==> src/hw/rtl/rdbt_pkg.sv <==
// Shared types and constants for the route discovery back-off table.
package rdbt_pkg;

    localparam logic [1:0] CMD_DISCOVER = 2'd0;
    localparam logic [1:0] CMD_REPLY    = 2'd1;
    localparam logic [1:0] CMD_SCAN     = 2'd2;
    localparam logic [1:0] CMD_CLEANUP  = 2'd3;

    localparam logic [2:0] ST_SEND     = 3'd0;
    localparam logic [2:0] ST_WAIT     = 3'd1;
    localparam logic [2:0] ST_MAX      = 3'd2;
    localparam logic [2:0] ST_NOTFOUND = 3'd3;
    localparam logic [2:0] ST_FULL     = 3'd4;
    localparam logic [2:0] ST_DONE     = 3'd5;

    localparam logic [1:0] REG_MAX_RETRIES = 2'd0;
    localparam logic [1:0] REG_RING_EN     = 2'd1;
    localparam logic [1:0] REG_INIT_TMO    = 2'd2;
    localparam logic [1:0] REG_IDLE_AGE    = 2'd3;

    localparam logic [7:0] HOP_RING_TOP = 8'd128;
    localparam logic [7:0] HOP_MAX      = 8'd255;

    // Command handed from the front end to the back end.
    typedef struct packed {
        logic [1:0]  command;
        logic [47:0] dest_addr;
        logic [31:0] now_time;
    } cmd_t;

    typedef struct packed {
        logic [3:0]  max_retries;
        logic        ring_en;
        logic [15:0] init_tmo;
        logic [31:0] idle_age;
    } cfg_t;

endpackage

==> src/hw/rtl/rdbt_front.sv <==
// Front end: accepts commands and queues them for the table engine.
module rdbt_front (
    input  logic              clk,
    input  logic              rst_n,
    input  logic              start,
    input  logic [1:0]        command,
    input  logic [47:0]       dest_addr,
    input  logic [31:0]       now_time,
    output logic              busy,
    output logic              q_valid,
    output rdbt_pkg::cmd_t    q_data,
    input  logic              q_pop
);

    // Two-entry queue; busy when full.
    rdbt_pkg::cmd_t slot_reg [2];
    logic           rd_ptr_reg;
    logic           wr_ptr_reg;
    logic [1:0]     cnt_reg;
    logic           push;

    assign busy    = (cnt_reg == 2'd2);
    assign push    = start && !busy;
    assign q_valid = (cnt_reg != 2'd0);
    assign q_data  = slot_reg[rd_ptr_reg];

    always_ff @(posedge clk)
    begin
        if (push)
        begin
            slot_reg[wr_ptr_reg] <= '{command: command, dest_addr: dest_addr,
                                      now_time: now_time};
        end
    end

    always_ff @(posedge clk or negedge rst_n)
    begin
        if (!rst_n)
        begin
            rd_ptr_reg <= 1'b0;
            wr_ptr_reg <= 1'b0;
            cnt_reg    <= 2'd0;
        end
        else
        begin
            if (push)
                wr_ptr_reg <= ~wr_ptr_reg;
            if (q_pop)
                rd_ptr_reg <= ~rd_ptr_reg;
            cnt_reg <= cnt_reg + {1'b0, push} - {1'b0, q_pop};
        end
    end

endmodule

==> src/hw/rtl/rdbt_engine.sv <==
// Back end: walks the destination table and produces the results of each command.
module rdbt_engine #(
    parameter int TABLE_DEPTH = 16
) (
    input  logic              clk,
    input  logic              rst_n,
    input  rdbt_pkg::cfg_t    cfg,
    input  logic              q_valid,
    input  rdbt_pkg::cmd_t    q_data,
    output logic              q_pop,
    output logic              res_valid,
    output logic [2:0]        status,
    output logic [47:0]       out_addr,
    output logic [7:0]        hop_limit,
    output logic [4:0]        removed_count,
    output logic              last
);

    localparam int IW = (TABLE_DEPTH > 1) ? $clog2(TABLE_DEPTH) : 1;
    localparam int CW = $clog2(TABLE_DEPTH + 1);

    typedef enum logic [3:0] {
        S_IDLE   = 4'b0001,
        S_SEARCH = 4'b0010,
        S_EVAL   = 4'b0100,
        S_FINISH = 4'b1000
    } state_t;

    state_t          state_reg, state_next;
    rdbt_pkg::cmd_t  cmd_reg;
    logic [CW-1:0]   idx_reg;
    logic [IW-1:0]   hit_reg;
    logic            hit_found_reg;
    logic [IW-1:0]   free_reg;
    logic            free_found_reg;
    logic [4:0]      removed_reg;

    logic [TABLE_DEPTH-1:0] valid_reg;
    logic [47:0] addr_mem   [TABLE_DEPTH];
    logic [3:0]  cnt_mem    [TABLE_DEPTH];
    logic [7:0]  hop_mem    [TABLE_DEPTH];
    logic        act_mem    [TABLE_DEPTH];
    logic [31:0] dl_mem     [TABLE_DEPTH];
    logic [31:0] lu_mem     [TABLE_DEPTH];

    logic [IW-1:0] idx;
    logic [IW-1:0] ev_i;
    assign idx = idx_reg[IW-1:0];

    // Evaluation of one entry.
    logic [3:0]  e_cnt;
    logic [7:0]  e_hop, e_hop_new;
    logic [31:0] e_dl;
    logic [2:0]  e_st;
    logic [47:0] e_shift;
    logic [32:0] e_sum;
    logic [31:0] e_dl_new;
    logic        e_fresh;

    // A discover that allocates a slot evaluates an all-zero entry.
    assign e_fresh = (cmd_reg.command == rdbt_pkg::CMD_DISCOVER) && !hit_found_reg;

    always_comb
    begin
        e_cnt = e_fresh ? 4'd0 : cnt_mem[ev_i];
        e_hop = e_fresh ? 8'd0 : hop_mem[ev_i];
        e_dl  = e_fresh ? 32'd0 : dl_mem[ev_i];
        if (cmd_reg.now_time < e_dl)
            e_st = rdbt_pkg::ST_WAIT;
        else if ({1'b0, e_cnt} == {1'b0, cfg.max_retries} + 5'd1 || e_cnt == 4'd15)
            e_st = rdbt_pkg::ST_MAX;
        else
            e_st = rdbt_pkg::ST_SEND;
        if (!cfg.ring_en)
            e_hop_new = rdbt_pkg::HOP_MAX;
        else if (e_hop == 8'd0)
            e_hop_new = 8'd1;
        else if (e_hop == rdbt_pkg::HOP_RING_TOP)
            e_hop_new = rdbt_pkg::HOP_MAX;
        else if (e_hop != rdbt_pkg::HOP_MAX)
            e_hop_new = {e_hop[6:0], 1'b0};
        else
            e_hop_new = e_hop;
        e_shift = {32'd0, cfg.init_tmo} << e_cnt;
        e_sum = {1'b0, cmd_reg.now_time} + {1'b0, e_shift[31:0]};
        if (e_shift[47:32] != 16'd0)
            e_dl_new = 32'hFFFF_FFFF;
        else
            e_dl_new = e_sum[32] ? 32'hFFFF_FFFF : e_sum[31:0];
    end

    // Discover and reply evaluate the found or allocated slot; scan walks idx.
    logic [IW-1:0] sel_i;
    assign sel_i = hit_found_reg ? hit_reg : free_reg;
    assign ev_i  = (cmd_reg.command == rdbt_pkg::CMD_SCAN) ? idx : sel_i;

    logic [32:0] idle_sum;
    logic        walk_end;
    assign idle_sum = {1'b0, lu_mem[idx]} + {1'b0, cfg.idle_age};
    assign walk_end = (idx_reg == CW'(TABLE_DEPTH - 1));

    assign q_pop = (state_reg == S_IDLE) && q_valid;

    always_comb
    begin
        state_next = state_reg;
        case (state_reg)
            S_IDLE:   if (q_valid) state_next = S_SEARCH;
            S_SEARCH: if (walk_end)
                          state_next = (cmd_reg.command == rdbt_pkg::CMD_DISCOVER) ?
                                       S_EVAL : S_FINISH;
            S_EVAL:   state_next = S_IDLE;
            S_FINISH: state_next = S_IDLE;
            default:  state_next = S_IDLE;
        endcase
    end

    always_ff @(posedge clk or negedge rst_n)
    begin
        if (!rst_n)
        begin
            state_reg      <= S_IDLE;
            valid_reg      <= '0;
            res_valid      <= 1'b0;
            idx_reg        <= '0;
            hit_found_reg  <= 1'b0;
            free_found_reg <= 1'b0;
            removed_reg    <= '0;
        end
        else
        begin
            state_reg <= state_next;
            res_valid <= 1'b0;
            case (state_reg)
                S_IDLE:
                begin
                    idx_reg        <= '0;
                    hit_found_reg  <= 1'b0;
                    free_found_reg <= 1'b0;
                    removed_reg    <= '0;
                end
                S_SEARCH:
                begin
                    idx_reg <= idx_reg + CW'(1);
                    case (cmd_reg.command)
                        rdbt_pkg::CMD_DISCOVER, rdbt_pkg::CMD_REPLY:
                        begin
                            if (valid_reg[idx] && addr_mem[idx] == cmd_reg.dest_addr
                                && !hit_found_reg)
                            begin
                                hit_found_reg <= 1'b1;
                                hit_reg       <= idx;
                            end
                            if (!valid_reg[idx] && !free_found_reg)
                            begin
                                free_found_reg <= 1'b1;
                                free_reg       <= idx;
                            end
                        end
                        rdbt_pkg::CMD_CLEANUP:
                        begin
                            if (valid_reg[idx] && {1'b0, cmd_reg.now_time} >= idle_sum)
                            begin
                                valid_reg[idx] <= 1'b0;
                                if (removed_reg != 5'd31)
                                    removed_reg <= removed_reg + 5'd1;
                            end
                        end
                        default:
                        begin
                            if (valid_reg[idx] && act_mem[idx] && e_st == rdbt_pkg::ST_SEND)
                            begin
                                res_valid     <= 1'b1;
                                status        <= rdbt_pkg::ST_SEND;
                                out_addr      <= addr_mem[idx];
                                hop_limit     <= e_hop_new;
                                removed_count <= '0;
                                last          <= 1'b0;
                            end
                        end
                    endcase
                end
                S_EVAL:
                begin
                    res_valid     <= 1'b1;
                    out_addr      <= cmd_reg.dest_addr;
                    removed_count <= '0;
                    last          <= 1'b1;
                    if (!hit_found_reg && !free_found_reg)
                    begin
                        status    <= rdbt_pkg::ST_FULL;
                        hop_limit <= '0;
                    end
                    else
                    begin
                        valid_reg[sel_i] <= 1'b1;
                        status    <= e_st;
                        hop_limit <= (e_st == rdbt_pkg::ST_SEND) ? e_hop_new : 8'd0;
                    end
                end
                S_FINISH:
                begin
                    res_valid     <= 1'b1;
                    hop_limit     <= '0;
                    last          <= 1'b1;
                    removed_count <= (cmd_reg.command == rdbt_pkg::CMD_CLEANUP) ?
                                     removed_reg : 5'd0;
                    if (cmd_reg.command == rdbt_pkg::CMD_REPLY)
                    begin
                        out_addr <= cmd_reg.dest_addr;
                        status   <= hit_found_reg ? rdbt_pkg::ST_DONE : rdbt_pkg::ST_NOTFOUND;
                    end
                    else
                    begin
                        out_addr <= '0;
                        status   <= rdbt_pkg::ST_DONE;
                    end
                end
                default: ;
            endcase
        end
    end

    // Table payload and command register.
    always_ff @(posedge clk)
    begin
        if (q_pop)
            cmd_reg <= q_data;
        if (state_reg == S_SEARCH && cmd_reg.command == rdbt_pkg::CMD_SCAN
            && valid_reg[idx] && act_mem[idx])
        begin
            lu_mem[idx] <= cmd_reg.now_time;
            if (e_st == rdbt_pkg::ST_SEND)
            begin
                hop_mem[idx] <= e_hop_new;
                dl_mem[idx]  <= e_dl_new;
                cnt_mem[idx] <= e_cnt + 4'd1;
                act_mem[idx] <= 1'b1;
            end
            else if (e_st == rdbt_pkg::ST_MAX)
            begin
                hop_mem[idx] <= '0;
                dl_mem[idx]  <= '0;
                cnt_mem[idx] <= '0;
                act_mem[idx] <= 1'b0;
            end
        end
        if (state_reg == S_FINISH && cmd_reg.command == rdbt_pkg::CMD_REPLY && hit_found_reg)
        begin
            hop_mem[hit_reg] <= '0;
            dl_mem[hit_reg]  <= '0;
            cnt_mem[hit_reg] <= '0;
            act_mem[hit_reg] <= 1'b0;
        end
        if (state_reg == S_EVAL && (hit_found_reg || free_found_reg))
        begin
            lu_mem[sel_i] <= cmd_reg.now_time;
            if (!hit_found_reg)
            begin
                // Fresh slot: an all-zero entry always passes the deadline.
                addr_mem[sel_i] <= cmd_reg.dest_addr;
                if ({1'b0, cfg.max_retries} + 5'd1 == 5'd0)
                    act_mem[sel_i] <= 1'b0;
                else
                begin
                    hop_mem[sel_i] <= cfg.ring_en ? 8'd1 : rdbt_pkg::HOP_MAX;
                    dl_mem[sel_i]  <= e_dl_new;
                    cnt_mem[sel_i] <= 4'd1;
                    act_mem[sel_i] <= 1'b1;
                end
            end
            else if (e_st == rdbt_pkg::ST_SEND)
            begin
                hop_mem[sel_i] <= e_hop_new;
                dl_mem[sel_i]  <= e_dl_new;
                cnt_mem[sel_i] <= e_cnt + 4'd1;
                act_mem[sel_i] <= 1'b1;
            end
        end
    end

endmodule

==> src/hw/rtl/route_discovery_backoff_table.sv <==
// Top level of the route discovery back-off table.
// A command passes the two-entry queue and the table walk in S_SEARCH; then S_EVAL or
// S_FINISH registers its last result. Scan sends come at most one per cycle in the walk.
// The engine walks the table one entry per cycle and takes a new command only in S_IDLE,
// once done with the previous one; a two-entry queue decouples start from the engine.
// Results are one-cycle strobes, the receiver cannot stall; reset clears all entries.
module route_discovery_backoff_table #(
    parameter int TABLE_DEPTH = 16
) (
    input  logic        clk,
    input  logic        rst_n,
    input  logic        start,
    output logic        busy,
    input  logic [1:0]  command,
    input  logic [47:0] dest_addr,
    input  logic [31:0] now_time,
    output logic        done,
    output logic [2:0]  status,
    output logic [47:0] out_addr,
    output logic [7:0]  hop_limit,
    output logic [4:0]  removed_count,
    output logic        last,
    input  logic        psel,
    input  logic        penable,
    input  logic        pwrite,
    input  logic [3:0]  paddr,
    input  logic [31:0] pwdata,
    output logic [31:0] prdata,
    output logic        pready
);

    rdbt_pkg::cfg_t cfg_reg;
    rdbt_pkg::cmd_t q_data;
    logic           q_valid;
    logic           q_pop;
    logic [1:0]     reg_idx;

    assign pready  = 1'b1;
    assign reg_idx = paddr[3:2];

    always_ff @(posedge clk or negedge rst_n)
    begin
        if (!rst_n)
        begin
            cfg_reg.max_retries <= 4'd2;
            cfg_reg.ring_en     <= 1'b1;
            cfg_reg.init_tmo    <= 16'd500;
            cfg_reg.idle_age    <= 32'd60000;
        end
        else if (psel && penable && pwrite)
        begin
            case (reg_idx)
                rdbt_pkg::REG_MAX_RETRIES: cfg_reg.max_retries <= pwdata[3:0];
                rdbt_pkg::REG_RING_EN:     cfg_reg.ring_en     <= pwdata[0];
                rdbt_pkg::REG_INIT_TMO:    cfg_reg.init_tmo    <= pwdata[15:0];
                rdbt_pkg::REG_IDLE_AGE:    cfg_reg.idle_age    <= pwdata;
                default: ;
            endcase
        end
    end

    always_comb
    begin
        case (reg_idx)
            rdbt_pkg::REG_MAX_RETRIES: prdata = {28'd0, cfg_reg.max_retries};
            rdbt_pkg::REG_RING_EN:     prdata = {31'd0, cfg_reg.ring_en};
            rdbt_pkg::REG_INIT_TMO:    prdata = {16'd0, cfg_reg.init_tmo};
            rdbt_pkg::REG_IDLE_AGE:    prdata = cfg_reg.idle_age;
            default:                   prdata = '0;
        endcase
    end

    rdbt_front u_front (
        .clk       (clk),
        .rst_n     (rst_n),
        .start     (start),
        .command   (command),
        .dest_addr (dest_addr),
        .now_time  (now_time),
        .busy      (busy),
        .q_valid   (q_valid),
        .q_data    (q_data),
        .q_pop     (q_pop)
    );

    rdbt_engine #(.TABLE_DEPTH(TABLE_DEPTH)) u_engine (
        .clk           (clk),
        .rst_n         (rst_n),
        .cfg           (cfg_reg),
        .q_valid       (q_valid),
        .q_data        (q_data),
        .q_pop         (q_pop),
        .res_valid     (done),
        .status        (status),
        .out_addr      (out_addr),
        .hop_limit     (hop_limit),
        .removed_count (removed_count),
        .last          (last)
    );

endmodule
==> config.mk <==
export PLATFORM = sky130hd
export DESIGN_NAME = route_discovery_backoff_table
export DESIGN_NICKNAME = d
export VERILOG_FILES = /design/src/hw/rtl/rdbt_pkg.sv /design/src/hw/rtl/rdbt_front.sv /design/src/hw/rtl/rdbt_engine.sv /design/src/hw/rtl/route_discovery_backoff_table.sv
export SDC_FILE = /design/constraint.sdc
export NUM_CORES = 2
export LEC_CHECK = 0
export BUFFER_PORTS_ARGS = -buffer_cell sky130_fd_sc_hd__buf_2
export CAP_MARGIN = 20
export CORE_UTILIZATION = 40
export DETAILED_ROUTE_END_ITERATION = 16
export PLACE_DENSITY = 0.55
export SLEW_MARGIN = 20
export SYNTH_ARGS = -nofsm -noshare
export SYNTH_HDL_FRONTEND = slang
export SYNTH_SLANG_ARGS = --single-unit
==> constraint.sdc <==
create_clock -name clk -period 12.53 [get_ports clk]
set_clock_uncertainty 0.05 [all_clocks]
set_input_delay 1.253 -clock clk [delete_from_list [all_inputs] [get_ports clk]]
set_output_delay 1.253 -clock clk [all_outputs]
set_load 0.01 [all_outputs]
==> results.toml <==
[sta]
relSlewSlack_pct = 21.7
max_freq_mhz = 110
worst_pin_slew_ps = 1170
setup_viol = 0
hold_viol_final = 0
rsz0062_at_grt = "false"
period_needed_ps = 9090
drv_slew = 0
tns_ps = 0
period_share_pct = 72.5

[final_layout]
drive_gt1_share_pct = 27.9
largest_register_ff_count = 768
largestRegisters = "u_engine.addr_mem x768, u_engine.dl_mem x512, u_engine.lu_mem x512"
final_cell_area_mm2 = 0.113
area_growth_pct = 14.7
fin_nets = 5670
top_register = "u_engine.addr_mem"

[detailed_routing]
antenna_left = 0
wl_um = 256000
post_drt_wl_per_cell_um = 29.1
drtIter0Drc = 4893
viasPerCell = 5.71
drt_first_pass_iters = 5
vias = 50200
route.detailed.drc = 0

[clock_tree]
post-cts-setup-buffers = 0
cts_tree = "built"
cts.clk_slew.worst_paths_ps = 60
cts_sinks = 2409
htreeDepth = 5
cts-resized-gates = 0
clk_latency_ps = 940
clockBufferDepth = 4
cts_root_buffer = "clkbuf_16"
numCtsBuffers = 278
cts_hold_buf = 0

[hold_path]
hold_path.class = "primary input to async pin"

[synth]
synth-main-ff-cell = "edfxtp_1"
synth_seq_cells = 2409
synth.largest_area_cell = "edfxtp_1"
synth_top_area_share_pct = 71.0
async_flop_share_pct = 3.74
synth-edff-count = 2319
synthCells = 5008
ys_warn_count = 0
synthesis.nets = 5272
ys_types = 84
ys_top_cells_by_area = "edfxtp_1, mux4_2, dfrtp_1"
synth_area_per_cell_um2 = 19.6
synth.most_common_cell = "edfxtp_1"
seq_area_frac_synth_pct = 73.3
synth_common_cells = "edfxtp_1, mux4_2, nand2_1"
synth_area_mm2 = 0.0981

[global_routing]
grt_max_degree = 105
grt_pass1_vias = 50600
grt_use_total_pct = 20.5
grt_pass1_wl_um = 365000
antenna_found_initial = 24
grt.overflow.total = 0

[die]
io_pins = 224
core_area_mm2 = 0.243
start_util_pct = 40.3
rows = 181
die_h_um = 497
die_x_um = 497
die_area_mm2 = 0.247

[power]
p_leak_nw = 36.6
cellPowerDensity_mw_per_mm2 = 253
ir_drop_mv = 0.176

[critical_path]
critical_path_required_ps = 13330
critPathKind = "flip-flop to flip-flop"
cp.arrival_ps = 9890
crit_path_start_kind = "flip-flop"
critPathMaxFanout = 43
cp-end-kind = "flip-flop"

[placement]
place_area_mm2 = 0.104
place.port_buffers = 220
dp_hpwl_um = 139000
gp_congestion = 0.846

[run_status]
outcome = "finished clean"

[job]
drv_cap = 0
[final timing paths]
check / from / end / slack, ps / cells after the start
max: u_engine.idx_reg[0] / u_engine.valid_reg[15] / 3440 / 26
min: rst_n / u_engine.removed_reg[3] / 260 / 1
max reg2reg: u_engine.idx_reg[0] / u_engine.valid_reg[15] / 3440 / 26
min reg2reg: u_front.cnt_reg[0] / u_engine.state_reg[0] / 400 / 1
max in group asynchronous: rst_n / cfg_reg[43] / 10870 / 2
min in group clk: u_front.cnt_reg[0] / u_engine.state_reg[0] / 400 / 1
[report_power, final]
group | internal, W | switching [W] | total, W
clock | 0.00449 | 0.00311 | 0.00760
sequential | 0.0116 | 0.000734 | 0.0123
combinational | 0.00310 | 0.00547 | 0.00857
total | 0.0191 | 0.00932 | 0.0285
[per-layer routing]
layer  vias to the layer above  wire length (um)  GRT usage (%)
li1                      21400                 -              -
met1                     26900            113000           29.3
met2                      1568            123000           32.7
met3                       359             14500           3.49
met4                        16              5440           4.89
met5                         -                98              0
[logic make-up after synthesis]
group | synth area share, %
fa+ha+maj | 1.80
buf+inv | 1.14
flops | 73.3
compound gates | 3.39
other cells | 0.00382
xor+xnor | 0.991
simple gates | 3.74
mux | 15.7
[area by class of cell]
| class | instances | area [um2] |
|---|---|---|
| antenna | 9 | 22.5 |
| timing repair buffer | 356 | 2260 |
| sequential | 2409 | 71900 |
| multi-input combinational | 2317 | 25800 |
| tap | 3202 | 4010 |
| inverter | 44 | 165 |
| clock buffer | 341 | 7310 |
| fill | 20300 | 131000 |
| clock inverter | 119 | 1060 |
[worst max-delay path: stages (launching register included)]
cell and delay, ps:
dfrtp_4 1000, buf_4 720, buf_4 570, mux4_2 560, mux4_2 500, ha_1 370
a21oi_1 160, nor2_1 60, a211oi_1 320, a21bo_2 190, a21oi_1 60, o41ai_1 570
o31ai_1 250, o41ai_1 590, xnor2_1 170, ha_1 320, a21o_1 160, a21o_1 170
a21oi_1 150, nor2b_1 60, o21ai_0 150, nand2_1 70, a21o_1 180, o31ai_2 760
nor2_1 410, nand4_1 200, a22o_1 140
[stage by stage]
stage | utilization, % | worst slack [ps] | std cells | hold slack [ps] | power (W)
after floorplan | - | 3680 | 5008 | 372 | 0.0179
after global placement | 42.7 | 3160 | 8323 | 407 | 0.0208
after detailed placement | 42.7 | 3100 | 8325 | 420 | 0.0210
after CTS | 46.2 | 3030 | 8785 | 212 | 0.0286
after global routing | 46.2 | 2530 | 8791 | 254 | 0.0298
final | 46.2 | 3440 | 8797 | 257 | 0.0285
[cells in the final DEF (no fill, tap or decap), types with 70 or more instances in the layout]
master	n
xnor2_1	78
edfxtp_1	2319
nor2_1	115
ha_1	138
o21ai_0	70
mux4_2	568
buf_4	125
clkbuf_16	280
a21oi_1	98
nand2_1	270
nand3_1	131
buf_2	220
mux2_2	145
mux2i_1	89
(Power assumes the default switching activity.)
